<file path="src/sv/assert_macros.svh">
// Assertion helpers for the top-level RTL. Each macro expands to nothing in synthesis.
`ifndef ASSERT_MACROS_SVH
`define ASSERT_MACROS_SVH

`ifndef SYNTHESIS

// Check prop at each rising edge of clk, skipped while rst is high.
`define ASSERT_ON(lbl, clk, rst, prop) \
  lbl: assert property (@(posedge clk) disable iff (rst) prop) \
    else $error("%m: assertion failed");

// Check prop at each rising edge of clk, reset included.
`define ASSERT_ALWAYS(lbl, clk, prop) \
  lbl: assert property (@(posedge clk) prop) \
    else $error("%m: assertion failed");

`else

`define ASSERT_ON(lbl, clk, rst, prop)
`define ASSERT_ALWAYS(lbl, clk, prop)

`endif

`endif

</file>
<file path="src/sv/mtse_pkg.sv">
package mtse_pkg;

  localparam int TAG_ENTRIES_DEF  = 4096;
  localparam int MAX_GRANULES_DEF = 64;
  localparam int GRANULE_BYTES    = 16;
  localparam int GRAN_SHIFT       = 4;

  localparam logic [7:0]  TAG_DEFAULT = 8'hFF;
  localparam logic [7:0]  TAG_FREED   = 8'hF0;
  localparam logic [31:0] LFSR_POLY   = 32'h04C1_1DB7;
  localparam logic [31:0] SEED_RESET  = 32'h0000_0001;

  localparam int IN_DATA_W  = 152;
  localparam int OUT_DATA_W = 80;
  localparam int CFG_IDX_W  = 2;
  localparam int CFG_DATA_W = 32;

  // Configuration register indexes.
  localparam logic [CFG_IDX_W-1:0] REG_CHECK_EN  = 2'd0;
  localparam logic [CFG_IDX_W-1:0] REG_TAG_EN    = 2'd1;
  localparam logic [CFG_IDX_W-1:0] REG_LFSR_SEED = 2'd2;

  typedef enum logic [1:0] {
    CMD_SET   = 2'd0,
    CMD_CHECK = 2'd1,
    CMD_GEN   = 2'd2,
    CMD_COPY  = 2'd3
  } cmd_t;

  typedef enum logic [1:0] {
    KIND_DONE = 2'd0,
    KIND_VIOL = 2'd1,
    KIND_GEN  = 2'd2
  } kind_t;

  typedef enum logic [1:0] {
    WR_CLEAR = 2'd0,
    WR_SET   = 2'd1,
    WR_COPY  = 2'd2
  } wr_sel_t;

  typedef enum logic [1:0] {
    OUT_PEND      = 2'd0,
    OUT_PEND_LAST = 2'd1,
    OUT_DONE      = 2'd2
  } out_sel_t;

  // Controller to datapath.
  typedef struct packed {
    logic     take;
    logic     rd_store;
    logic     rd_src;
    logic     wr_store;
    wr_sel_t  wr_sel;
    logic     buf_wr;
    logic     buf_rd;
    logic     g_inc;
    logic     g_zero;
    logic     pend_take;
    logic     lfsr_step;
    logic     mod_take;
    logic     out_load;
    out_sel_t out_sel;
  } ctrl_cmd_t;

  // Datapath to controller.
  typedef struct packed {
    cmd_t cmd;
    logic loop_go;
    logic g_last;
    logic mismatch;
    logic pend_valid;
    logic out_free;
    logic clear_last;
  } ctrl_stat_t;

endpackage

</file>
<file path="src/sv/mtse_ctrl.sv">
module mtse_ctrl (
  input  logic                 clk,
  input  logic                 rst,
  input  logic                 in_valid,
  output logic                 in_ready,
  input  mtse_pkg::ctrl_stat_t sts,
  output mtse_pkg::ctrl_cmd_t  ctl
);

  typedef enum logic [13:0] {
    S_CLEAR = 14'h0001,
    S_IDLE  = 14'h0002,
    S_DISP  = 14'h0004,
    S_SET   = 14'h0008,
    S_RD    = 14'h0010,
    S_CMP   = 14'h0020,
    S_CEND  = 14'h0040,
    S_CRD   = 14'h0080,
    S_CBUF  = 14'h0100,
    S_BRD   = 14'h0200,
    S_BWR   = 14'h0400,
    S_GEN   = 14'h0800,
    S_GMOD  = 14'h1000,
    S_FIN   = 14'h2000
  } state_t;

  state_t state;
  state_t state_next;

  always_ff @(posedge clk) begin
    if (rst) begin
      state <= S_CLEAR;
    end else begin
      state <= state_next;
    end
  end

  always_comb begin
    ctl        = '0;
    in_ready   = 1'b0;
    state_next = state;
    case (state)
      S_CLEAR: begin
        ctl.wr_store = 1'b1;
        ctl.wr_sel   = mtse_pkg::WR_CLEAR;
        if (sts.clear_last) begin
          state_next = S_IDLE;
        end
      end
      S_IDLE: begin
        in_ready = 1'b1;
        if (in_valid) begin
          ctl.take   = 1'b1;
          state_next = S_DISP;
        end
      end
      S_DISP: begin
        if (!sts.loop_go) begin
          state_next = S_FIN;
        end else begin
          case (sts.cmd)
            mtse_pkg::CMD_SET:   state_next = S_SET;
            mtse_pkg::CMD_CHECK: state_next = S_RD;
            mtse_pkg::CMD_GEN:   state_next = S_GEN;
            mtse_pkg::CMD_COPY:  state_next = S_CRD;
            default:             state_next = S_FIN;
          endcase
        end
      end
      S_SET: begin
        ctl.wr_store = 1'b1;
        ctl.wr_sel   = mtse_pkg::WR_SET;
        if (sts.g_last) begin
          state_next = S_FIN;
        end else begin
          ctl.g_inc = 1'b1;
        end
      end
      S_RD: begin
        ctl.rd_store = 1'b1;
        state_next   = S_CMP;
      end
      S_CMP: begin
        // hold while a new mismatch must push out the pending one and the
        // output register is still full
        if (!(sts.mismatch && sts.pend_valid && !sts.out_free)) begin
          if (sts.mismatch && sts.pend_valid) begin
            ctl.out_load = 1'b1;
            ctl.out_sel  = mtse_pkg::OUT_PEND;
          end
          ctl.pend_take = sts.mismatch;
          if (sts.g_last) begin
            state_next = S_CEND;
          end else begin
            ctl.g_inc  = 1'b1;
            state_next = S_RD;
          end
        end
      end
      S_CEND: begin
        if (!sts.pend_valid) begin
          state_next = S_FIN;
        end else if (sts.out_free) begin
          ctl.out_load = 1'b1;
          ctl.out_sel  = mtse_pkg::OUT_PEND_LAST;
          state_next   = S_IDLE;
        end
      end
      S_CRD: begin
        ctl.rd_store = 1'b1;
        ctl.rd_src   = 1'b1;
        state_next   = S_CBUF;
      end
      S_CBUF: begin
        ctl.buf_wr = 1'b1;
        if (sts.g_last) begin
          ctl.g_zero = 1'b1;
          state_next = S_BRD;
        end else begin
          ctl.g_inc  = 1'b1;
          state_next = S_CRD;
        end
      end
      S_BRD: begin
        ctl.buf_rd = 1'b1;
        state_next = S_BWR;
      end
      S_BWR: begin
        ctl.wr_store = 1'b1;
        ctl.wr_sel   = mtse_pkg::WR_COPY;
        if (sts.g_last) begin
          state_next = S_FIN;
        end else begin
          ctl.g_inc  = 1'b1;
          state_next = S_BRD;
        end
      end
      S_GEN: begin
        ctl.lfsr_step = 1'b1;
        state_next    = S_GMOD;
      end
      S_GMOD: begin
        ctl.mod_take = 1'b1;
        state_next   = S_FIN;
      end
      S_FIN: begin
        if (sts.out_free) begin
          ctl.out_load = 1'b1;
          ctl.out_sel  = mtse_pkg::OUT_DONE;
          state_next   = S_IDLE;
        end
      end
      default: begin
        state_next = S_IDLE;
      end
    endcase
  end

endmodule

</file>
<file path="config.mk">
export PLATFORM = sky130hd
export DESIGN_NAME = mtse_ctrl
export DESIGN_NICKNAME = d
export VERILOG_FILES = /design/src/sv/assert_macros.svh /design/src/sv/mtse_pkg.sv /design/src/sv/mtse_ctrl.sv
export SDC_FILE = /design/constraint.sdc
export NUM_CORES = 1
export LEC_CHECK = 0
export ABC_CLOCK_PERIOD_IN_PS = 3700
export BUFFER_PORTS_ARGS = -buffer_cell sky130_fd_sc_hd__clkbuf_2
export CAP_MARGIN = 20
export CORE_ASPECT_RATIO = 0.9
export CORE_MARGIN = 4
export CORE_UTILIZATION = 47
export CTS_CLUSTER_DIAMETER = 30
export DETAILED_ROUTE_END_ITERATION = 16
export PLACE_DENSITY = 0.83
export SYNTH_ARGS = -nofsm -noshare
export SYNTH_HDL_FRONTEND = slang
export SYNTH_SLANG_ARGS = --single-unit
</file>
<file path="constraint.sdc">
create_clock -name clk -period 3.7 [get_ports clk]
set_clock_uncertainty 0.15 [all_clocks]
set_input_delay 0.74 -clock clk [delete_from_list [all_inputs] [get_ports clk]]
set_output_delay 0.74 -clock clk [all_outputs]
set_load 0.03 [all_outputs]
</file>
== Word-level counts from Yosys, hierarchy flattened ==
Cells that the tools add are included.
Cells by class
  equality and inequality tests: 21
  multiplexer cells: 35
  reductions and logical operators: 7
Operator list (number)
  one-hot mux 14 bit (14 select lines): 1
  2-to-1 mux 14 bit: 8
  one-hot mux 14 bit (4 select lines): 1
  one-hot mux 3 bit (3 select lines): 2
  2-to-1 mux 1 bit: 15
  2-to-1 mux 3 bit: 5
  equality test 14 x 1 -> 1 bit, second input constant: 1
  equality test 14 x 10 -> 1 bit, second input constant: 1
  equality test 14 x 11 -> 1 bit, second input constant: 1
  equality test 14 x 12 -> 1 bit, second input constant: 1
  equality test 14 x 13 -> 1 bit, second input constant: 1
  equality test 14 bit, second input constant: 1
  equality test 14 x 2 -> 1 bit, second input constant: 1
  equality test 14 x 3 -> 1 bit, second input constant: 1
  equality test 14 x 4 -> 1 bit, second input constant: 1
  equality test 14 x 5 -> 1 bit, second input constant: 1
  equality test 14 x 6 -> 1 bit, second input constant: 1
  equality test 14 x 7 -> 1 bit, second input constant: 1
  equality test 14 x 8 -> 1 bit, second input constant: 1
  equality test 14 x 9 -> 1 bit, second input constant: 1
  2-to-1 mux 10 bit: 1
  inequality test 2 bit, second input constant: 4
  2-to-1 mux 7 bit: 1
  equality test 2 bit, second input constant: 2
  8 further kinds: 9
Word-level totals
  flip-flop bits (word level): 14
  input port bits: 11
  output and inout bits: 17

== Depth between registers and ports, before layout ==
  depth in word-level cells: 4
  gate-level depth with buffers: 6

== Least setup slack after synthesis ==
OpenSTA, ideal clock, no wires.
  kind: register to output
  start: register state[12]
  end: output port ctl[15] (netlist bit)
  arrival: 2647 ps
  required time: 2810 ps
  path slack: 163 ps
  stages on the path, launching flop included: 6
  cells stage by stage: dfxtp_1 -> buf_6 -> nor4_2 -> nand3_1 -> nor4_1 -> and2_1
RTL lines
  from (decl): line mtse_ctrl.sv:27  | state_t state;
  from (signal assigned): line mtse_ctrl.sv:34  | state <= state_next;
  to (decl): line mtse_ctrl.sv:7  | output mtse_pkg::ctrl_cmd_t ctl

==> results.ini <==
[timing]
hold_viol_final = 0
drv_slew = 0
tns_ps = 0
period_needed_ps = 3306
finalSetupViolCount = 0
clock.fmax_mhz = 302.4
worst_pin_slew_ps = 796.0
rsz0062_at_grt = false
period_share_pct = 89.36
relSlewSlack_pct = 46.45

[critical_path]
path_common_cell = nor2_1
critical_path.cell_chain = nor4_4, nand3_1, nor2_1, a31oi_1, nor2_1, clkbuf_2
slowest_stage = nor4_4
path_class = register to primary output
crit_fanout = 9
critPathLaunchType = register
cpPeakStageDelay_ps = 580
worst_ep_arrival_time_ps = 2420
end_kind = primary output
cp.required_ps = 2810

[flow_run]
cap_violations = 0

[clocking]
htreeDepth = 1
clockBufferDepth = 2
postCtsResizedCells = 0
cts_buffers = 3
clock_sinks = 14
hold_buffers = 0
cts_tree = built
postCtsSetupRepairBufs = 0
clk_latency_ps = 290
cts.root.buffer_cell = clkbuf_4
cts.clk_slew.worst_paths_ps = 90

[route]
wl_per_cell_um = 16.38
drt_iter0_drc = 95
drc = 0
firstDrtPassIters = 5
antenna_left = 0
drt-total-wl_um = 3227
num_vias = 1223
routed_via_density = 6.208

[power_and_ir_drop]
power_density_mw_per_mm2 = 258.1
leakage_nw = 0.5236
ir_worst_vdd_mv = 0.2127

[layout]
fin_util_pct = 57.26
insertedDiodeCount = 0
synthToLayoutAreaGrowth_pct = 14.27
regMostFlops = state
final.fill_count = 225
final_net_count = 182
final_cell_mix = 27 x clkbuf_2, 19 x nor2_1, 14 x dfxtp_1
final_common_cell = clkbuf_2
top_regs = state: 14 flops
drive_above_1_share_pct = 22.35
largest_reg_flops = 14

[synthesis]
syn_nets = 159
ys_seq_area_share_pct = 25.17
yosysTopAreaCellShare_pct = 25.17
avgSynthCellArea_um2 = 7.524
synth_edf_count = 0
yosys-top-cells-area = dfxtp_1 25%, nor2_1 6.4%, a21oi_1 4.5%
synth_top_flop_cell = dfxtp_1
ys_types = 46
yosys.area.top_type = dfxtp_1
syn_area_mm2 = 0.001114
syn-instance-count = 148
synthArstFlopShare_pct = 0
ys_seq_elements = 14
yosysWarningCount = 0

[floorplanning]
initial_core_util_pct = 50.11
core-area_mm2 = 0.002222
dieArea_mm2 = 0.003213
ioPinCount = 28
die_h_um = 54.18
die_w_um = 59.31
fp-row-count = 16

[place]
routabilityCongestion = 0.9004
hpwl_um = 2431
io_buffers = 27

[run_status]
status = finished clean

[grt]
grt_max_degree = 13
grt_pass1_wl_um = 5299
grt_overflow = 0
grt_pass1_vias = 1109
grt.total_usage_pct = 21.98
antenna_found_initial = 0

[hold_path]
hp-class = register to register

## logic make-up after synthesis
logic type	share of synthesized area, %
AO/OA/AOI/OAI	15.73
XOR/XNOR	4.720
buffers and inverters	6.966
flip-flops	25.17
multiplexers	0.8989
AND/OR/NAND/NOR	46.52
## report_power, final
group	internal, mW	switching (mW)	leakage (nW)
Combinational	0.0207	0.0340	0.389
Clock	0.0600	0.0558	0.0210
Sequential	0.153	0.00485	0.113
## cells in the mapped netlist (2+ instances only)
cell type	instances
a21oi_1	10
and2_1	4
and3_1	3
and4b_1	2
buf_2	2
buf_6	3
clkbuf_1	5
dfxtp_1	14
inv_1	4
nand2_1	4
nand3_1	10
nand4_1	4
nor2_1	19
nor2b_1	6
nor3_1	9
nor3b_1	5
nor4_1	6
nor4_2	2
nor4b_1	2
o21ai_0	2
or3_1	3
xnor2_1	3
xor2_1	3
## routing by layer
| layer | vias up | part of all wire [%] | global-route usage (%) |
|---|---|---|---|
| met1 | 564 | 45 | 29.22 |
| met5 | - | 0 | 0 |
| met3 | 4 | 8.7 | 4.556 |
| met4 | 0 | 1.3 | 6.792 |
| met2 | 52 | 45 | 35.45 |
| li1 | 603 | - | - |
## final timing paths
path              slack, ps  cells past startpoint        to  startpoint
setup / recovery        390                      6    ctl[2]   state[12]
hold / removal          480                      2  state[8]    state[7]
setup reg to reg       1300                      5  state[1]    state[5]
hold reg to reg         480                      2  state[8]    state[7]
## critical path: cells and delay by family, from the launching register on
family	cells	cell delay, ps
AO/OA/AOI/OAI	1	140
buffers and inverters	1	210
flip-flops	1	410
AND/OR/NAND/NOR	4	1370
## cell type report
type,instances,area (um^2),share of cell area [%]
Timing Repair Buffer,28,142.6,11.21
Tap cell,27,33.78,2.655
Inverter,4,15.01,1.180
Multi-Input combinational cell,120,764.5,60.08
Sequential cell,14,280.3,22.03
Clock buffer,4,36.28,2.852
## through the flow
stage / instance area (um^2) / power (mW) / setup slack, ps / hold WS (ps) / cells
after floorplan: 1114 / 0.1943 / 162.6 / 365.4 / 148
after global placement: 1227 / 0.2137 / 675.1 / 446.5 / 193
after detailed placement: 1227 / 0.2152 / 590.5 / 461.5 / 193
after CTS: 1264 / 0.3303 / 262.2 / 473.6 / 197
after global routing: 1272 / 0.3467 / 192.3 / 529.2 / 197
final: 1272 / 0.3284 / 393.5 / 482.0 / 197
No activity file was read; power rests on OpenSTA's default activity.
